[config.mk]
export PLATFORM = sky130hd
export DESIGN_NAME = tes_lame
export DESIGN_NICKNAME = d
export VERILOG_FILES = /design/src/design/tes_pkg.sv /design/src/design/tes_lame.sv
export SDC_FILE = /design/constraint.sdc
export NUM_CORES = 2
export LEC_CHECK = 0
export BUFFER_PORTS_ARGS = -buffer_cell sky130_fd_sc_hd__buf_2
export CORE_UTILIZATION = 40
export DETAILED_ROUTE_END_ITERATION = 6
export GPL_TIMING_DRIVEN = 1
export PLACE_DENSITY = 0.53
export SKIP_CTS_REPAIR_TIMING = 1
export SLEW_MARGIN = 10
export SYNTH_ARGS = -nofsm -noshare
export SYNTH_HDL_FRONTEND = slang
export SYNTH_SLANG_ARGS = --single-unit
[constraint.sdc]
create_clock -name clock -period 22.6 [get_ports clock]
set_input_delay 2.26 -clock clock [delete_from_list [all_inputs] [get_ports clock]]
set_output_delay 2.26 -clock clock [all_outputs]
set_load 0.02 [all_outputs]
[src/design/tes_pkg.sv]
// Shared types, constants and a helper function of the tetrahedral element stiffness core.
`timescale 1ns / 1ps
package tes_pkg;

   // Width of one node gradient component (sum of three Q16.16 values).
   localparam int unsigned GW = 34;

   localparam logic [31:0] YOUNG_RESET   = 32'd100000;
   localparam logic [14:0] POISSON_RESET = 15'd19661;
   localparam logic [63:0] Q16_ONE       = 64'h0000_0000_0001_0000;
   localparam logic [63:0] S64_MAX       = 64'h7fff_ffff_ffff_ffff;
   localparam logic [63:0] S64_MIN       = 64'h8000_0000_0000_0000;

   localparam logic REG_YOUNG   = 1'b0;
   localparam logic REG_POISSON = 1'b1;

   typedef enum logic [1:0] {
      PASS_BD,
      PASS_KE,
      PASS_P
   } tes_pass_type;

   typedef struct packed {
      tes_pass_type pass;
      logic         first;
      logic         last_term;
      logic [3:0]   row;
      logic [2:0]   col;
      logic         half;
      logic         elem_last;
   } tes_tag_type;

   typedef struct packed {
      logic [11:0][GW-1:0] g;
      logic [31:0]         vol;
   } tes_elem_type;

   typedef struct packed {
      logic [63:0] lam;
      logic [63:0] mu;
      logic [63:0] diag;
   } tes_lame_type;

   typedef enum logic [2:0] {
      LAME_MUL,
      LAME_LAM,
      LAME_MU,
      LAME_SUM,
      LAME_DONE
   } tes_lame_state_type;

   typedef enum logic [1:0] {
      SEQ_IDLE,
      SEQ_BD,
      SEQ_KE,
      SEQ_P
   } tes_seq_state_type;

   // Saturating signed 64-bit addition.
   function automatic logic [63:0] tes_sadd(input logic [63:0] a, input logic [63:0] b);
      logic [63:0] s;
      s = a + b;
      if (!a[63] && !b[63] && s[63]) begin
         return S64_MAX;
      end
      if (a[63] && b[63] && !s[63]) begin
         return S64_MIN;
      end
      return s;
   endfunction

endpackage

[src/design/tes_lame.sv]
// Lame term unit: a bit-serial divider that derives lambda, mu and lambda + 2 mu.
`timescale 1ns / 1ps
module tes_lame
   import tes_pkg::*;
(
   input  logic         clock,
   input  logic         reset,
   input  logic         restart,
   input  logic [31:0]  young,
   input  logic [14:0]  poisson,
   output logic         busy,
   output tes_lame_type lame
);

   tes_lame_state_type state_ff, state_in;
   logic [6:0]  cnt_ff;
   logic [79:0] dvd_ff;
   logic [32:0] div_ff;
   logic [32:0] rem_ff;
   logic [63:0] quo_ff;
   logic [63:0] lam_ff, mu_ff, diag_ff;

   logic [46:0] q_w;
   logic [33:0] den_w;
   logic [33:0] trial_w;
   logic        ge_w;
   logic [32:0] rem_w;
   logic [63:0] quo_w;
   logic        step_end_w;

   assign q_w     = 47'(young) * 47'(poisson);
   assign den_w   = 34'(17'h10000 + 17'(poisson)) * 34'(17'h10000 - {1'b0, poisson, 1'b0});
   assign trial_w = {rem_ff, dvd_ff[79]};
   assign ge_w    = trial_w >= {1'b0, div_ff};
   assign rem_w   = ge_w ? 33'(trial_w - {1'b0, div_ff}) : trial_w[32:0];
   assign quo_w   = {quo_ff[62:0], ge_w};
   assign step_end_w = cnt_ff == 7'd79;

   always_comb begin
      state_in = state_ff;
      unique case (state_ff)
         LAME_MUL:  state_in = LAME_LAM;
         LAME_LAM:  if (step_end_w) state_in = LAME_MU;
         LAME_MU:   if (step_end_w) state_in = LAME_SUM;
         LAME_SUM:  state_in = LAME_DONE;
         LAME_DONE: state_in = LAME_DONE;
         default:   state_in = LAME_MUL;
      endcase
      if (restart) begin
         state_in = LAME_MUL;
      end
   end

   always_comb begin
      busy = state_ff != LAME_DONE;
   end

   always_ff @(posedge clock) begin
      if (reset) begin
         state_ff <= LAME_MUL;
      end else begin
         state_ff <= state_in;
      end
   end

   always_ff @(posedge clock) begin
      case (state_ff)
         LAME_MUL: begin
            dvd_ff <= {1'b0, q_w, 32'd0};
            div_ff <= den_w[32:0];
            rem_ff <= '0;
            cnt_ff <= '0;
         end
         LAME_LAM, LAME_MU: begin
            quo_ff <= quo_w;
            if (step_end_w && state_ff == LAME_LAM) begin
               lam_ff <= quo_w;
               dvd_ff <= {17'd0, young, 31'd0};
               div_ff <= {16'd0, 17'(17'h10000 + 17'(poisson))};
               rem_ff <= '0;
               cnt_ff <= '0;
            end else begin
               dvd_ff <= {dvd_ff[78:0], 1'b0};
               rem_ff <= rem_w;
               cnt_ff <= cnt_ff + 7'd1;
               if (step_end_w) begin
                  mu_ff <= quo_w;
               end
            end
         end
         LAME_SUM: diag_ff <= lam_ff + {mu_ff[62:0], 1'b0};
         default: ;
      endcase
   end

   assign lame.lam  = lam_ff;
   assign lame.mu   = mu_ff;
   assign lame.diag = diag_ff;

endmodule

==> results by stage <==
Die:
- The overall die width is 328.7 um.
- The top-level I/O count is between 200 and 250.
- The total core area is 0.1056 mm2.
- The die span in y is 328.7 um.
- The number of placement rows is between 100 and 150.
- For this configuration, the core starts out at a cell density of 0.4045.
- The die covers 0.1081 mm2.

Drt:
- Before antenna repair, the detailed router went through 7 iterations.
- The detailed-route wire length per cell is 18.48 um.
- The DRC violation count after routing is 81.
- The number of violations reported at the end of detailed-routing iteration 0 is roughly 1700.
- For this block, the via count after detailed routing is 29870.
- The number of vias per cell is 5.098.
- The final antenna-violating net count is 0.
- The final layout contains routed wiring with a total length of around 110000 um.

Timing:
- The post-route fraction of the period consumed by the critical path is 0.4434.
- The worst setup margin is around 13 ns.
- The relative slew slack is 0.3727.
- The transition time of the tightest slew-check pin is 0.9409 ns.
- The final count of hold timing violations is 0.
- Setup repair after global routing left no endpoint under its margin.
- The worst clock skew is 0.02951 ns.
- The post-route setup TNS is 0 ns.
- Hold timing on the final database bottoms out at a slack of 0.4463 ns.
- Timing would allow up to around 100 MHz.
- After layout, the minimum clock period comes to 10.02 ns.
- The max-slew violation total from the final report was 0.
- The final number of setup-violating endpoints is 0.

Logic synthesis:
- In the synthesized netlist the dominant register cell turns out to be sky130_fd_sc_hd__edfxtp_1.
- The cell count after synthesis came out at 4284.
- Of the synthesized area, sequential elements account for 0.2665.
- The share of flip-flops with an asynchronous set or reset is 0.
- Counting flops with a built-in enable in the synthesized netlist gives 377.
- After synthesis, the cell types taking the most area are sky130_fd_sc_hd__fa_1, sky130_fd_sc_hd__edfxtp_1, sky130_fd_sc_hd__ha_1.
- The area fraction of the dominant cell type after synthesis is 0.2738.
- Yosys instantiated no cell more often than sky130_fd_sc_hd__inv_1.
- For this run, the number of Yosys warnings is 0.
- The number of different library cells in the post-synthesis netlist is 78.
- Sorting the synthesized cells by how often they occur yields sky130_fd_sc_hd__inv_1, sky130_fd_sc_hd__fa_1, sky130_fd_sc_hd__nand2_1.
- The synthesized design contains 380 register bits.
- The cell accounting for the most synthesized area is sky130_fd_sc_hd__fa_1.
- Summing every instance area after synthesis gives 0.04270 mm2.
- A synthesized cell averages 9.967 um2.

Setup path:
- The data required time at the worst endpoint is between 20 and 25 ns.
- The most common cell type on the critical path is sky130_fd_sc_hd__inv_1.
- The worst register-to-register path begins at dvd_ff[79]$_SDFFCE_PP0P_.
- The largest individual stage delay along the critical path comes from the cell sky130_fd_sc_hd__o311ai_0.
- The setup path with the least slack is of type input port to register.
- The largest single stage delay on the critical path is ~0.67 ns.
- The element type at the critical path end is a register.
- Together, buffers and inverters on the worst path number 10.
- Across all register-to-register paths, the minimum setup slack is 18.25 ns.
- The number of cells on the critical path is 32.
- The capture instance of the worst register-to-register path is rem_ff[9]$_SDFFCE_PP0P_.
- The worst setup path is launched from an input port.
- The depth of the most critical reg-to-reg path is 14.
- The worst endpoint data arrival time is 10.34 ns.
- The largest fanout on the critical path is 41.
- Broken down by cell family, the worst path's largest delay share belongs to adder cells.

Layout:
- After routing the design area is 0.04665 mm2.
- Measured on the finished design, the core utilization comes to 0.4419.
- The net count of the finished layout is 5414.
- From synthesis to final layout, the design area changed by 9.254%.
- The share of layout cells above drive strength 1 is 0.08096.
- Excluding fillers, the count of instances in the completed layout stands at 5858.

Power:
- The total power is 7.463 mW.
- The internal portion of the total power is 3.751 mW.
- The power spent charging and discharging nets is ~3.7 mW.
- Of the total power, registers draw 0.142.
- Across the VDD grid, the largest voltage drop is 0.0001844 V.
- Power spread over the standard cell area amounts to 160.0 mW/mm2.
- In this run the static leakage power is 21.53 nW.
- The relative contribution of combinational cells to total power is 0.765.
- Of the total power, the clock network draws 0.093.
- The fraction of power spent switching nets is 0.4974.

CTS:
- The register clock-pin slew on the reported worst setup and hold paths is roughly 0.060 ns.
- The clock net in this run drives a total of 380 sinks.
- The number of clock buffers inserted by TritonCTS is 41.
- The H-tree was split into 2 levels.
- TritonCTS built the clock tree.
- The cell sitting at the root of the clock tree is a sky130_fd_sc_hd__clkbuf_16.
- The clock passes through at most 3 buffers.
- For the worst-skew pair, the clock arrives at the later sink with an insertion delay of 0.60 ns.

Global routing:
- The via count of the first global-routing pass is approximately 31000.
- For this run, the total global-route usage over all layers was measured as 0.2056.
- Entering global routing, the biggest net connects 81 pins.
- The first global-routing pass estimated around 180000 um of wire.
- The number of antenna violations at the first check in global routing is 7.
- Summed over all layers, the global routing overflow is 0.

Outcome:
- The checks that failed: DRC.
- The run finished, with violations left.

Placement:
- The total placed instance area is 0.04528 mm2.
- The number of cells after detailed placement is 5778.
- The number of buffers inserted by port buffering is 242.
- The worst setup timing slack at the placement stage is ~12 ns.
- At the end of routability-driven placement, the weighted congestion stood at 0.8759.
- The HPWL reported at the end of detailed placement is around 83000 um.

Min path:
- The end point of the worst hold path is mu_ff[63]$_DFFE_PP_.
- The startpoint identified for the worst hold timing path is quo_ff[62]$_DFFE_PN_.
- The path class of the tightest hold or removal check is register to register.
- The worst hold path was traced through 0 stages.

Flow run:
- The number of max-capacitance violations reported is 0.
[final cells by class]
cell class / count / area, um2
antenna: 8 / 20.02
clock inverter: 29 / 320.3
timing repair buffer: 271 / 1429
fill: 10230 / 58910
tap: 1391 / 1740
inverter: 769 / 2892
clock buffer: 43 / 1033
multi-input combinational: 2967 / 27840
sequential: 380 / 11380
[layer usage]
layer	up-vias	global-route usage	share of wire
met5	-	0	0
met4	0	0.04125	0.017
met3	99	0.01936	0.040
met2	612	0.3415	0.47
met1	15090	0.2921	0.47
li1	14070	-	-
[state kept, by name, indices dropped and copies added (netlist names)]
signal	cells
diag_ff	64
div_ff	33
rem_ff	33
dvd_ff	49
quo_ff	63
lam_ff	64
mu_ff	64
state_ff	3
cnt_ff	7
[how the worst max path moves through the flow]
stage	start	end	slack, ns
2_1_floorplan	poisson[1]	div_ff[28]$_SDFFCE_PN0P_	13.23
3_3_place_gp	poisson[1]	div_ff[28]$_SDFFCE_PN0P_	12.19
3_5_place_dp	poisson[1]	div_ff[28]$_SDFFCE_PN0P_	12.04
4_1_cts	poisson[1]	div_ff[28]$_SDFFCE_PN0P_	12.64
5_1_grt	poisson[1]	div_ff[28]$_SDFFCE_PN0P_	12.00
6_report	poisson[1]	div_ff[28]$_SDFFCE_PN0P_	12.58
[power groups by stage]
stage / Clock [mW] / Combinational [mW] / Sequential (mW)
floorplan: 0 / 4.39 / 1.06
global placement: 0 / 5.69 / 1.08
detailed placement: 0 / 5.71 / 1.08
CTS: 0.712 / 5.75 / 1.06
global route: 0.735 / 6.58 / 1.07
finish: 0.692 / 5.71 / 1.06
[cells by family after synthesis]
family                     count (synthesis)  synth area share
DFF                                      380            0.2665
buffers and inverters                    951           0.08383
adders and majority gates                934            0.3764
muxes                                     29          0.006827
xor gates and xnor gates                 158           0.03241
and+or+nand+nor                         1231            0.1439
other                                      1        0.00008782
AOI/OAI and AO/OA                        600           0.09005
[cell usage in the layout (no fill, tap or decap), types with 59 or more instances in the layout]
| cell | Yosys | final |
|---|---|---|
| sky130_fd_sc_hd__a21o_1 | 92 | 91 |
| sky130_fd_sc_hd__ha_1 | 350 | 350 |
| sky130_fd_sc_hd__xor2_1 | 59 | 59 |
| sky130_fd_sc_hd__a21oi_1 | 170 | 169 |
| sky130_fd_sc_hd__inv_1 | 764 | 764 |
| sky130_fd_sc_hd__nand2_1 | 441 | 441 |
| sky130_fd_sc_hd__edfxtp_1 | 377 | 377 |
| sky130_fd_sc_hd__xnor2_1 | 99 | 99 |
| sky130_fd_sc_hd__nor2b_1 | 95 | 95 |
| sky130_fd_sc_hd__fa_1 | 584 | 584 |
| sky130_fd_sc_hd__o21ai_0 | 129 | 129 |
| sky130_fd_sc_hd__and2_1 | 308 | 308 |
| sky130_fd_sc_hd__nor2_1 | 175 | 173 |
| sky130_fd_sc_hd__buf_2 | 7 | 242 |
(Power assumes the default switching activity.)
