===== src/design/tes_pkg.sv =====
// Shared types, constants and a helper function of the tetrahedral element stiffness core.
`timescale 1ns / 1ps
package tes_pkg;

   // Width of one node gradient component (sum of three Q16.16 values).
   localparam int unsigned GW = 34;

   localparam logic [31:0] YOUNG_RESET   = 32'd100000;
   localparam logic [14:0] POISSON_RESET = 15'd19661;
   localparam logic [63:0] Q16_ONE       = 64'h0000_0000_0001_0000;
   localparam logic [63:0] S64_MAX       = 64'h7fff_ffff_ffff_ffff;
   localparam logic [63:0] S64_MIN       = 64'h8000_0000_0000_0000;

   localparam logic REG_YOUNG   = 1'b0;
   localparam logic REG_POISSON = 1'b1;

   typedef enum logic [1:0] {
      PASS_BD,
      PASS_KE,
      PASS_P
   } tes_pass_type;

   typedef struct packed {
      tes_pass_type pass;
      logic         first;
      logic         last_term;
      logic [3:0]   row;
      logic [2:0]   col;
      logic         half;
      logic         elem_last;
   } tes_tag_type;

   typedef struct packed {
      logic [11:0][GW-1:0] g;
      logic [31:0]         vol;
   } tes_elem_type;

   typedef struct packed {
      logic [63:0] lam;
      logic [63:0] mu;
      logic [63:0] diag;
   } tes_lame_type;

   typedef enum logic [2:0] {
      LAME_MUL,
      LAME_LAM,
      LAME_MU,
      LAME_SUM,
      LAME_DONE
   } tes_lame_state_type;

   typedef enum logic [1:0] {
      SEQ_IDLE,
      SEQ_BD,
      SEQ_KE,
      SEQ_P
   } tes_seq_state_type;

   // Saturating signed 64-bit addition.
   function automatic logic [63:0] tes_sadd(input logic [63:0] a, input logic [63:0] b);
      logic [63:0] s;
      s = a + b;
      if (!a[63] && !b[63] && s[63]) begin
         return S64_MAX;
      end
      if (a[63] && b[63] && !s[63]) begin
         return S64_MIN;
      end
      return s;
   endfunction

endpackage


===== src/design/tes_front.sv =====
// Front end: takes requests, forms the node gradients and queues elements.
`timescale 1ns / 1ps
module tes_front
   import tes_pkg::*;
(
   input  logic              clock,
   input  logic              reset,
   input  logic              start,
   input  logic [8:0][31:0]  m_all,
   input  logic [31:0]       volume,
   input  logic              lame_busy,
   input  logic              pop,
   output logic              busy,
   output logic              head_valid,
   output tes_elem_type      head
);

   tes_elem_type q_mem_ff [2];
   logic         wr_ptr_ff, rd_ptr_ff;
   logic [1:0]   count_ff;
   logic         push_w;
   tes_elem_type elem_w;

   assign busy   = reset || lame_busy || (count_ff == 2'd2);
   assign push_w = start && !busy;

   always_comb begin
      elem_w.vol = volume;
      for (int c = 0; c < 3; c++) begin
         elem_w.g[c] = GW'(signed'(m_all[c])) + GW'(signed'(m_all[3 + c]))
                     + GW'(signed'(m_all[6 + c]));
         for (int k = 1; k < 4; k++) begin
            elem_w.g[3 * k + c] = GW'(0) - GW'(signed'(m_all[3 * (k - 1) + c]));
         end
      end
   end

   always_ff @(posedge clock) begin
      if (push_w) begin
         q_mem_ff[wr_ptr_ff] <= elem_w;
      end
   end

   always_ff @(posedge clock) begin
      if (reset) begin
         wr_ptr_ff <= 1'b0;
         rd_ptr_ff <= 1'b0;
         count_ff  <= '0;
      end else begin
         if (push_w) wr_ptr_ff <= !wr_ptr_ff;
         if (pop) rd_ptr_ff <= !rd_ptr_ff;
         count_ff <= count_ff + 2'(push_w) - 2'(pop);
      end
   end

   assign head_valid = count_ff != 2'd0;
   assign head       = q_mem_ff[rd_ptr_ff];

endmodule


===== config.mk =====
export PLATFORM = sky130hd
export DESIGN_NAME = tes_front
export DESIGN_NICKNAME = d
export VERILOG_FILES = /design/src/design/tes_pkg.sv /design/src/design/tes_front.sv
export SDC_FILE = /design/constraint.sdc
export NUM_CORES = 1
export LEC_CHECK = 0
export BUFFER_PORTS_ARGS = -buffer_cell sky130_fd_sc_hd__clkbuf_2
export CORE_ASPECT_RATIO = 1.5
export CORE_MARGIN = 1
export CORE_UTILIZATION = 34
export DETAILED_ROUTE_END_ITERATION = 12
export PLACE_DENSITY_LB_ADDON = 0.25
export RECOVER_POWER = 25
export SYNTH_ARGS = -nofsm -noshare
export SYNTH_HDL_FRONTEND = slang
export SYNTH_SLANG_ARGS = --single-unit

===== constraint.sdc =====
create_clock -name clock -period 35.3 [get_ports clock]
set_input_delay 1.765 -clock clock [delete_from_list [all_inputs] [get_ports clock]]
set_output_delay 1.765 -clock clock [all_outputs]
set_load 0.01 [all_outputs]

==> results by group, run 1 <==
Critical path
  • Worst setup path end: q_mem_ff[0][177]
  • WP depth: 9
  • Crit path launch type: input port
  • Max FO, Critical Path: 73
  • Worst EP arrival: 8.94 ns
  • Reg2reg end: q_mem_ff[0][177]
  • Worst path buffer plus inverter count: 6
  • CP max stage cell: clkbuf_1
  • Crit path kind: in -> reg
  • Crit-path cells: clkbuf_1 -> a211oi_1 -> nand2_1 -> nor2_1 -> clkbuf_1 -> buf_4 -> buf_4 -> buf_4 -> buf_4
  • Flop2flop setup slack: 27.44 ns
  • Worst Setup End Kind: register
  • Worst path required time: 35.58 ns
  • Crit path launch: reset
  • Worst r2r src: count_ff[0]
  • CP delay by family, top: buffers and inverters
  • CP peak stage delay: 1.86 ns
  • CP dominant cell by count: buf_4
  • Cells on worst reg2reg path: 9

STA
  • Setup TNS: 0 ns
  • Slew Limit Headroom: -69.36%
  • Min Tclk post-route: 8.654 ns
  • Final Hold Fails: 0
  • Final setup vio count: 0
  • Clk_skew: 0.03152 ns
  • Slew @ Worst Pin: 2.540 ns
  • Final worst-path cycle share: 24.52%
  • RSZ-0062 raised after global routing: false
  • Final Max Slew Viols: 64
  • Fmax: 115.6 MHz

Floorplan
  • Die area: 0.1278 mm2
  • Die width: 292.2 um
  • Core area: 0.1253 mm2
  • Site Rows: 159
  • Die Ht: 437.3 um
  • Io pins: 767
  • Initial Utilization: 34.27%

Synthesis
  • Ys async rst share: 0%
  • Mapped cell area: 0.04295 mm2
  • Post-Synthesis Cells: 2,920
  • Syn_nets: 3,451
  • Primary FF master, synth: edfxtp_1
  • Unique masters post-synth: 72
  • Largest cells by area after synthesis: edfxtp_1 60%, mux2_2 11%, xnor2_1 4.9%
  • FF+latch count, synth: 867
  • Dominant cell type by area after synthesis: edfxtp_1
  • YS warnings: 0
  • Yosys top cell area share: 60.27%
  • Syn avg cell area: 14.71 um2
  • Seq/Total Area, Yosys: 60.50%
  • Number of flops mapped to enable cells by yosys: 862

Clock tree
  • CTS hold repair buffers: 0
  • Inserted Clock Buffers: 89
  • Post-cts resize count: 0
  • Clk_lat worst skew: 0.68 ns
  • Post-CTS setup repair buffer count: 0
  • H-tree levels: 3
  • CTS tree: yes
  • CTS max path bufs: 3
  • Clk slew on worst S/H paths: 0.06 ns
  • Root Buffer Master: clkbuf_16
  • CTS Sinks: 867

Place
  • Placed cell areas: 0.04869 mm2
  • Post-DP HPWL: 100.2 mm
  • Port buffer count: 766
  • Final RePlAce weighted congestion: 0.9124

Power
  • Peak VDD IR: 0.04344 mV
  • Leakage: 0.01834 uW
  • Power per cell area: 52.77 mW/mm2
  • Combinational fraction of design power: 19.7%
  • NetSw: 741.8 uW
  • Switch share: 27.26%
  • Clk pwr share: 35.8%
  • Flop pwr share: 44.5%
  • Internal: 1979 uW

GRT
  • GRT Total Usage: 19.95%
  • First-pass GRT wire length: 186.1 mm
  • Remaining Overflow, GRT: 0
  • Initial antenna violation count: 34
  • Pin count of the biggest net entering global routing: 136
  • Number of global-route vias before repair: 28,046

Detailed routing
  • Initial DRC Count: 1,342
  • Average routed wire per standard cell: 24.06 um
  • Antenna-violating nets left: 0
  • Number of vias per cell: 5.016
  • TritonRoute pass-1 iters: 5
  • Final wirelength: 130.2 mm
  • DR DRC count: 0
  • Routed via count: 27,144

Final layout
  • Fraction of layout cells with a size suffix above 1: 34.88%
  • Commonest cells after routing, fill and taps aside: 862 x edfxtp_1, 720 x clkbuf_2, 431 x mux2_2, 241 x xnor2_1, 177 x nor2_1
  • Area grow syn2layout: 20.04%
  • Most common cell after layout, fill and taps aside: edfxtp_1
  • Final core occ: 41.14%
  • Fin area: 0.05156 mm2
  • Nets@finish: 4,252

Min path
  • Min-Delay Path Class: reg -> reg

Flow run
  • Max-cap violation count: 2

Status
  • Violated checks: max-capacitance violations, max-slew violations
  • Status: complete, but fails checks
[cell type report]
| type | instances | area (um2) |
|---|---|---|
| inverters | 61 | 229.0 |
| flip-flops and latches | 867 | 25990 |
| clock inverters | 40 | 549.3 |
| well taps | 1610 | 2014 |
| multi-input cells | 1916 | 16390 |
| diodes | 12 | 30.03 |
| fillers | 11830 | 73770 |
| clock buffers | 120 | 2406 |
| repair buffers | 786 | 3949 |
[flip-flops by register name, summed over array words and instances (netlist names), named ones only]
register	cells
q_mem_ff	862
count_ff	2
rd_ptr_ff	1
wr_ptr_ff	1
[cells by family after synthesis]
| group | after synthesis | synth area share (%) |
|---|---|---|
| AO/OA/AOI/OAI | 307 | 4.690 |
| XOR/XNOR | 351 | 7.157 |
| adder cells (fa/ha/maj) | 206 | 7.731 |
| buffers and inverters | 137 | 1.279 |
| flip-flops | 867 | 60.50 |
| multiplexers | 433 | 11.35 |
| AND/OR/NAND/NOR | 619 | 7.297 |
[worst min-delay path by stage]
stage               slack (ns)  depth (start not counted)      start        end
finish                    0.53                          2  rd_ptr_ff  rd_ptr_ff
global route              0.54                          2  rd_ptr_ff  rd_ptr_ff
CTS                       0.53                          2  rd_ptr_ff  rd_ptr_ff
detailed placement        0.51                          2  rd_ptr_ff  rd_ptr_ff
global placement          0.52                          2  rd_ptr_ff  rd_ptr_ff
floorplan                 0.48                          2  rd_ptr_ff   register
[power by group through the flow]
| stage | Sequential, uW | Clock, uW | Combinational (uW) |
|---|---|---|---|
| 2_1_floorplan | 1250 | 0 | 331 |
| 3_3_place_gp | 1230 | 0 | 537 |
| 3_5_place_dp | 1230 | 0 | 542 |
| 4_1_cts | 1210 | 1000 | 545 |
| 5_1_grt | 1210 | 1030 | 585 |
| 6_report | 1210 | 975 | 536 |
[cell usage after synthesis (3+ instances only)]
| cell | n |
|---|---|
| a211o_1 | 3 |
| a211oi_1 | 13 |
| a21o_1 | 58 |
| a21oi_1 | 97 |
| a311oi_1 | 3 |
| a31o_2 | 5 |
| a31oi_1 | 6 |
| a41oi_1 | 3 |
| and2_1 | 5 |
| and3_1 | 9 |
| buf_4 | 9 |
| clkbuf_1 | 66 |
| dfxtp_1 | 5 |
| edfxtp_1 | 862 |
| fa_1 | 99 |
| ha_1 | 107 |
| inv_1 | 61 |
| mux2_2 | 431 |
| nand2_1 | 111 |
| nand2b_1 | 22 |
| nand3_1 | 32 |
| nand3b_1 | 7 |
| nand4_1 | 10 |
| nor2_1 | 177 |
| nor2b_1 | 12 |
| nor3_1 | 103 |
| nor3b_1 | 4 |
| nor4_1 | 34 |
| nor4b_1 | 3 |
| o211ai_1 | 4 |
| o21a_1 | 11 |
| o21ai_0 | 49 |
| o21bai_1 | 16 |
| o311a_1 | 3 |
| o311ai_0 | 3 |
| o31a_1 | 5 |
| o41a_1 | 3 |
| o41ai_1 | 3 |
| or2_2 | 12 |
| or3_1 | 33 |
| or4_1 | 26 |
| or4_4 | 6 |
| xnor2_1 | 241 |
| xor2_1 | 110 |
[worst min-delay path: cells and delay by family (launching register included)]
family / cells / cell delay, ns
XOR/XNOR: 1 / 0.09
flip-flops: 1 / 0.32
AND/OR/NAND/NOR: 1 / 0.08
[metrics by stage]
step / worst slack, ns / std cells / hold WS [ns] / power [uW]
4_1_cts: 28.44 / 5400 / 0.5256 / 2758
2_1_floorplan: 14.05 / 2920 / 0.4799 / 1579
3_3_place_gp: 27.69 / 5240 / 0.5229 / 1769
6_report: 26.65 / 5412 / 0.5302 / 2721
5_1_grt: 26.03 / 5409 / 0.5362 / 2832
3_5_place_dp: 27.69 / 5240 / 0.5092 / 1774
[layer usage]
metal	global-route usage, %	up-vias	routed length [um]
li1	-	12604	-
met1	20.77	13364	46220
met2	35.32	901	65510
met3	8.043	231	13010
met4	8.251	44	5155
met5	0	-	289
(Power assumes the default switching activity.)
==> run 2, diff against run 1 <==
==> constraint.sdc (replaced) <==
create_clock -name clock -period 7.1 [get_ports clock]
set_input_delay 0.355 -clock clock [delete_from_list [all_inputs] [get_ports clock]]
set_output_delay 0.355 -clock clock [all_outputs]
set_load 0.01 [all_outputs]
==> run 2 against run 1 <==
First-iteration DRC count fell by 5.7%. Design area up 1.8%. The run still ends with max-capacitance violations, max-slew violations left. Final cell count is 1.9% higher. Combinational power increased to 5.1 times the previous value. Clock skew decreased by 0.0095 ns. Clock power grew to 4.7 times the previous value. Critical path type is now reg -> reg. Register-to-register slack got worse by 25 ns. Critical path depth shrank 3. Highest routed layer unchanged. Worst setup slack worse by 25 ns. Sequential share of layout area down 0.87 points. Non-clock buffer count rose by 105. Power rose to 4.9 times the previous value.
==> results by group, run 2 (synthesis results as in run 1) <==
Status
  • Status: complete, but fails checks
  • Violated checks: max-capacitance violations, max-slew violations

Min path
  • Min-Delay Path Class: in -> reg
  • Hold depth: 2 (unchanged)
  • Hold wc startpoint: m_all[191]

Critical path
  • CP max stage cell: clkbuf_1
  • Crit-path cells: clkinv_1 -> a211oi_1 -> nand2_1 -> nor2_4 -> clkbuf_1 -> buf_4
  • WP depth: 6 (-3)
  • Worst setup path end: q_mem_ff[0][369]
  • Reg2reg end: q_mem_ff[0][369]
  • Worst r2r src: count_ff[0]
  • Worst path required time: 7.43 ns (-28.15 ns)
  • Worst EP arrival: 5.49 ns (-3.45 ns)
  • Worst path buffer plus inverter count: 3 (-3)
  • Crit path kind: reg -> reg
  • Crit path launch: count_ff[0]
  • CP peak stage delay: 2.70 ns (+0.84 ns)
  • Crit path launch type: register
  • Cells on worst reg2reg path: 6 (-3)
  • CP delay by family, top: buffers and inverters
  • Flop2flop setup slack: 1.94 ns (-25.50 ns)
  • Max FO, Critical Path: 57 (-22%)
  • Worst Setup End Kind: register

Clock tree
  • CTS tree: yes
  • Root Buffer Master: clkbuf_16
  • H-tree levels: 3 (unchanged)
  • Clk slew on worst S/H paths: 0.06 ns (about the same)
  • Inserted Clock Buffers: 89 (unchanged)
  • Clk_lat worst skew: 0.71 ns (+0.03 ns)
  • Post-cts resize count: 0 (unchanged)
  • CTS max path bufs: 3 (unchanged)
  • CTS Sinks: 867 (unchanged)

GRT
  • Remaining Overflow, GRT: 0 (unchanged)
  • Number of global-route vias before repair: 28,630 (+2.1%)
  • Initial antenna violation count: 26 (-24%)
  • Pin count of the biggest net entering global routing: 140 (+2.9%)
  • GRT Total Usage: 20.02% (+0.072 points)
  • First-pass GRT wire length: 187.4 mm (+0.70%)

Final layout
  • Commonest cells after routing, fill and taps aside: 862 x edfxtp_1, 732 x clkbuf_2, 431 x mux2_2, 241 x xnor2_1, 176 x nor2_1
  • Nets@finish: 4,357 (+2.5%)
  • Fin cells: 5,513 (+1.9%)
  • Most flops, register: q_mem_ff
  • Fillcell total: 11,750 (-0.68%)
  • Area grow syn2layout: 22.17%
  • Final core occ: 41.87% (+0.73 points)
  • Largest registers: q_mem_ff: 862 flops, count_ff: 2 flops
  • Most common cell after layout, fill and taps aside: edfxtp_1
  • Fin area: 0.05247 mm2 (+1.8%)
  • Fraction of layout cells with a size suffix above 1: 34.04% (-0.84 points)
  • Max reg flops: 862 (unchanged)

Floorplan
  • Die width: 292.2 um (unchanged)
  • Initial Utilization: 34.27% (unchanged)
  • Io pins: 767 (unchanged)
  • Core area: 0.1253 mm2 (unchanged)
  • Site Rows: 159 (unchanged)
  • Die Ht: 437.3 um (unchanged)
  • Die area: 0.1278 mm2 (unchanged)

Detailed routing
  • TritonRoute pass-1 iters: 6 (+1)
  • Average routed wire per standard cell: 23.61 um (-1.9%)
  • Antenna-violating nets left: 0 (unchanged)
  • Routed via count: 27,550 (+1.5%)
  • Number of vias per cell: 4.997 (-0.36%)
  • DR DRC count: 0 (unchanged)
  • Final wirelength: 130.1 mm (about the same)
  • Initial DRC Count: 1,265 (-5.7%)

Place
  • Cells after DPL: 5,241 (+0.019%)
  • Placed cell areas: 0.04877 mm2 (+0.18%)
  • Port buffer count: 766 (unchanged)
  • Post-DP HPWL: 99.08 mm (-1.1%)
  • Final RePlAce weighted congestion: 0.9405 (+3.1%)

STA
  • Final Hold Fails: 0 (unchanged)
  • Final setup vio count: 0 (unchanged)
  • Final worst-path cycle share: 72.66%
  • Setup TNS: 0 ns (unchanged)
  • Final Max Slew Viols: 198 (+210%)
  • Min Tclk post-route: 5.159 ns
  • Slew @ Worst Pin: 3.875 ns (+1.334 ns)
  • Slew Limit Headroom: -158.3% (-89 points)
  • Fmax: 193.9 MHz
  • RSZ-0062 raised after global routing: false
  • Clk_skew: 0.02200 ns (-0.009520 ns)

Power
  • Peak VDD IR: 0.2021 mV (+370%)
  • Leakage: 0.01871 uW (+2.0%)
  • Total power: 13,320 uW (+390%)
  • Power per cell area: 253.9 mW/mm2 (+380%)

Flow run
  • Max-cap violation count: 3 (+1)
-- run 2: worst min path at each step --
stage	slack (ns)	endpoint
floorplan	0.42	count_ff[0]
global placement	0.51	register
detailed placement	0.52	register
CTS	0.0002	q_mem_ff[0][438]
global route	0.04	q_mem_ff[1][438]
finish	0.06	q_mem_ff[0][337]
-- run 2: timing repair --
action	CTS	global route
endpoints found under the setup margin	0	0
hold buffers	104	0
setup buffers	0	0
hold endpoints to repair	211	0
-- run 2: cell type report --
| class | instances | area [um2] | area share, % |
|---|---|---|---|
| clock inverters | 50 | 464.2 | 0.8847 |
| multi-input cells | 1916 | 16410 | 31.28 |
| clock buffers | 107 | 2295 | 4.373 |
| diodes | 11 | 27.53 | 0.05246 |
| repair buffers | 891 | 5040 | 9.605 |
| well taps | 1610 | 2014 | 3.839 |
| inverters | 61 | 229.0 | 0.4364 |
| flip-flops and latches | 867 | 25990 | 49.53 |
-- run 2: per-layer routing --
metal  part of all wire [%]  track usage [%]  vias up
li1                       -                -    12818
met1                     36            21.28    13552
met2                     50            34.75      925
met3                    9.4            7.272      223
met4                    4.7            10.03       32
met5                   0.16                0        -
-- run 2: power by group --
group	internal, uW	switching [uW]	leakage, uW
logic	1090	1640	0.00951
registers	5980	39.8	0.00786
clock network	2560	2020	0.00135
-- run 2: per-stage QoR --
stage,worst slack [ns],hold slack (ns)
floorplan,-0.4869,0.4192
global placement,2.853,0.5066
detailed placement,2.772,0.5155
CTS,2.978,0.0002395
global route,1.466,0.04446
finish,1.941,0.05518
-- run 2: worst register-to-register path: stages, from the launching register on --
cell and delay, ns:
dfxtp_1 0.35, clkinv_1 0.07, a211oi_1 0.25, nand2_1 0.23, nor2_4 0.15, clkbuf_1 2.70
buf_4 0.96
==> run 3, diff against run 2 <==
==> constraint.sdc (replaced) <==
create_clock -name clock -period 4.95 [get_ports clock]
set_input_delay 0.2475 -clock clock [delete_from_list [all_inputs] [get_ports clock]]
set_output_delay 0.2475 -clock clock [all_outputs]
set_load 0.01 [all_outputs]
==> run 3 against run 2 <==
Final cell count up 4.1%. Flip-flop and latch count unchanged. First-iteration DRC count up 7.2%. The flow still finishes with violations (max-capacitance violations, max-slew violations). Highest routed layer unchanged. Power up 45%. Utilization up 1.8 points.
==> results by group, run 3 (synthesis results as in run 1) <==
Final layout
  • Max reg flops: 862 (unchanged)
  • Commonest cells after routing, fill and taps aside: 862 x edfxtp_1, 730 x clkbuf_2, 431 x mux2_2, 308 x dlygate4sd3_1, 241 x xnor2_1
  • Area grow syn2layout: 27.44%
  • Fin area: 0.05474 mm2 (+4.3%)
  • Final core occ: 43.67% (+1.8 points)
  • Fin cells: 5,737 (+4.1%)
  • Most common cell after layout, fill and taps aside: edfxtp_1
  • Fraction of layout cells with a size suffix above 1: 32.78% (-1.3 points)
  • Most flops, register: q_mem_ff
  • Fillcell total: 11,609 (-1.2%)
  • Largest registers: q_mem_ff: 862 flops, count_ff: 2 flops
  • Nets@finish: 4,573 (+5.0%)

GRT
  • Pin count of the biggest net entering global routing: 114 (-19%)
  • Remaining Overflow, GRT: 0 (unchanged)
  • First-pass GRT wire length: 194.6 mm (+3.9%)
  • Number of global-route vias before repair: 29,914 (+4.5%)
  • GRT Total Usage: 20.75% (+0.73 points)
  • Initial antenna violation count: 16 (-38%)

STA
  • Final Max Slew Viols: 124 (-37%)
  • Setup TNS: 0 ns (unchanged)
  • Final Hold Fails: 0 (unchanged)
  • Slew Limit Headroom: -17.52% (+140 points)
  • Fmax: 237.8 MHz
  • Slew @ Worst Pin: 1.763 ns (-2.112 ns)
  • Final setup vio count: 0 (unchanged)
  • Clk_skew: 0.02682 ns (+0.004817 ns)
  • Min Tclk post-route: 4.205 ns
  • Final worst-path cycle share: 84.96%
  • RSZ-0062 raised after global routing: false

Critical path
  • Worst path required time: 5.39 ns (-2.04 ns)
  • Max FO, Critical Path: 5 (-91%)
  • CP dominant cell by count: inv_1
  • Worst EP arrival: 4.64 ns (-0.85 ns)
  • CP max stage cell: o41ai_1
  • Worst Setup End Kind: register
  • Crit path launch type: input port
  • Reg2reg end: q_mem_ff[0][427]
  • Crit path launch: m_all[0]
  • Crit-path cells: dlygate4sd3_1 -> clkbuf_1 -> inv_1 -> fa_1 -> inv_1 -> ha_1 -> inv_1 -> fa_1 -> nor2b_1 -> o31a_1 -> nor3_1 -> o31ai_1 -> a311oi_1 -> o41ai_1 -> a21oi_1 -> xnor2_1
  • Flop2flop setup slack: 1.28 ns (-0.66 ns)
  • Worst r2r src: count_ff[0]
  • Cells on worst reg2reg path: 5 (-1)
  • Crit path kind: in -> reg
  • CP peak stage delay: 0.72 ns (-1.98 ns)

Clock tree
  • Root Buffer Master: clkbuf_16
  • CTS max path bufs: 3 (unchanged)
  • CTS tree: yes
  • Inserted Clock Buffers: 92 (+3.4%)
  • H-tree levels: 3 (unchanged)
  • CTS Sinks: 867 (unchanged)
  • Clk_lat worst skew: 0.71 ns (about the same)
  • Clk slew on worst S/H paths: 0.06 ns (about the same)

Min path
  • Hold EP: q_mem_ff[1][197]
  • Hold wc startpoint: m_all[61]
  • Min-Delay Path Class: in -> reg
  • Hold depth: 2 (unchanged)

Place
  • Post-DP HPWL: 102.3 mm (+3.3%)
  • Cells after DPL: 5,250 (+0.17%)
  • Port buffer count: 766 (unchanged)
  • Placed cell areas: 0.04893 mm2 (+0.33%)
  • Final RePlAce weighted congestion: 0.9071 (-3.6%)

Status
  • Violated checks: max-capacitance violations, max-slew violations
  • Status: complete, but fails checks

Power
  • Leakage: 0.01969 uW (+5.2%)
  • Peak VDD IR: 0.2748 mV (+36%)
  • Power per cell area: 353.5 mW/mm2 (+39%)

Floorplan
  • Io pins: 767 (unchanged)
  • Die Ht: 437.3 um (unchanged)
  • Core area: 0.1253 mm2 (unchanged)
  • Initial Utilization: 34.27% (unchanged)
  • Die width: 292.2 um (unchanged)
  • Die area: 0.1278 mm2 (unchanged)
  • Site Rows: 159 (unchanged)

Detailed routing
  • Routed via count: 28,529 (+3.6%)
  • TritonRoute pass-1 iters: 5 (-1)
  • Final wirelength: 134.8 mm (+3.5%)
  • Number of vias per cell: 4.973 (-0.49%)
  • Antenna-violating nets left: 0 (unchanged)
  • DR DRC count: 0 (unchanged)
  • Average routed wire per standard cell: 23.49 um (-0.50%)
  • Initial DRC Count: 1,356 (+7.2%)

Flow run
  • Max-cap violation count: 2 (-1)
[run 3: timing repair]
item / 4_1_cts / 5_1_grt
hold endpoints to repair: 577 / 0
hold buffers: 308 / 0
endpoints found under the setup margin: 0 / 0
buffers inserted: 0 / 0
gates resized for setup: 0 / 0
[run 3: cell type report]
| cell class | instances | area, um2 | share of cell area [%] |
|---|---|---|---|
| antenna | 12 | 30.03 | 0.05486 |
| clock buffer | 111 | 2395 | 4.375 |
| clock inverter | 56 | 427.9 | 0.7817 |
| inverter | 61 | 229.0 | 0.4183 |
| multi-input combinational | 1916 | 16400 | 29.96 |
| sequential | 867 | 25990 | 47.48 |
| tap | 1610 | 2014 | 3.680 |
| timing repair buffer | 1104 | 7253 | 13.25 |
[run 3: per-layer routing]
layer | vias up | part of all wire, % | track usage [%]
met5 | - | 0.064 | 0
met4 | 14 | 5.0 | 10.98
met3 | 234 | 8.1 | 6.485
li1 | 13279 | - | -
met2 | 924 | 50 | 36.55
met1 | 14078 | 37 | 22.05
[run 3: power breakdown]
group | switching, uW | internal [uW]
registers | 61.5 | 8570
clock network | 2970 | 3670
logic | 2400 | 1680
[run 3: worst max-delay path, delay by kind of cell]
family	cells	cell delay, ns
AOI/OAI and AO/OA	5	1.88
xor gates and xnor gates	1	0.18
adders and majority gates	3	1.04
buffers and inverters	5	1.04
and+or+nand+nor	2	0.24
[run 3: worst max-delay path by stage]
stage                 endpoint  slack (ns)
2_1_floorplan   q_mem_ff[0][0]       -2.64
4_1_cts        q_mem_ff[1][59]        0.96
6_report       q_mem_ff[1][59]        0.74
5_1_grt        q_mem_ff[1][59]        0.40
3_3_place_gp   q_mem_ff[0][59]        0.78
3_5_place_dp   q_mem_ff[0][59]        0.74
[run 3: metrics by stage]
stage | total power (uW) | worst slack [ns] | hold WS (ns)
after detailed placement | 12700 | 0.7357 | 0.4413
final | 19350 | 0.7446 | 0.05491
after CTS | 19620 | 0.9598 | 0.004755
after global routing | 20170 | 0.4029 | 0.03600
after floorplan | 11160 | -2.640 | 0.3117
after global placement | 12640 | 0.7797 | 0.4374
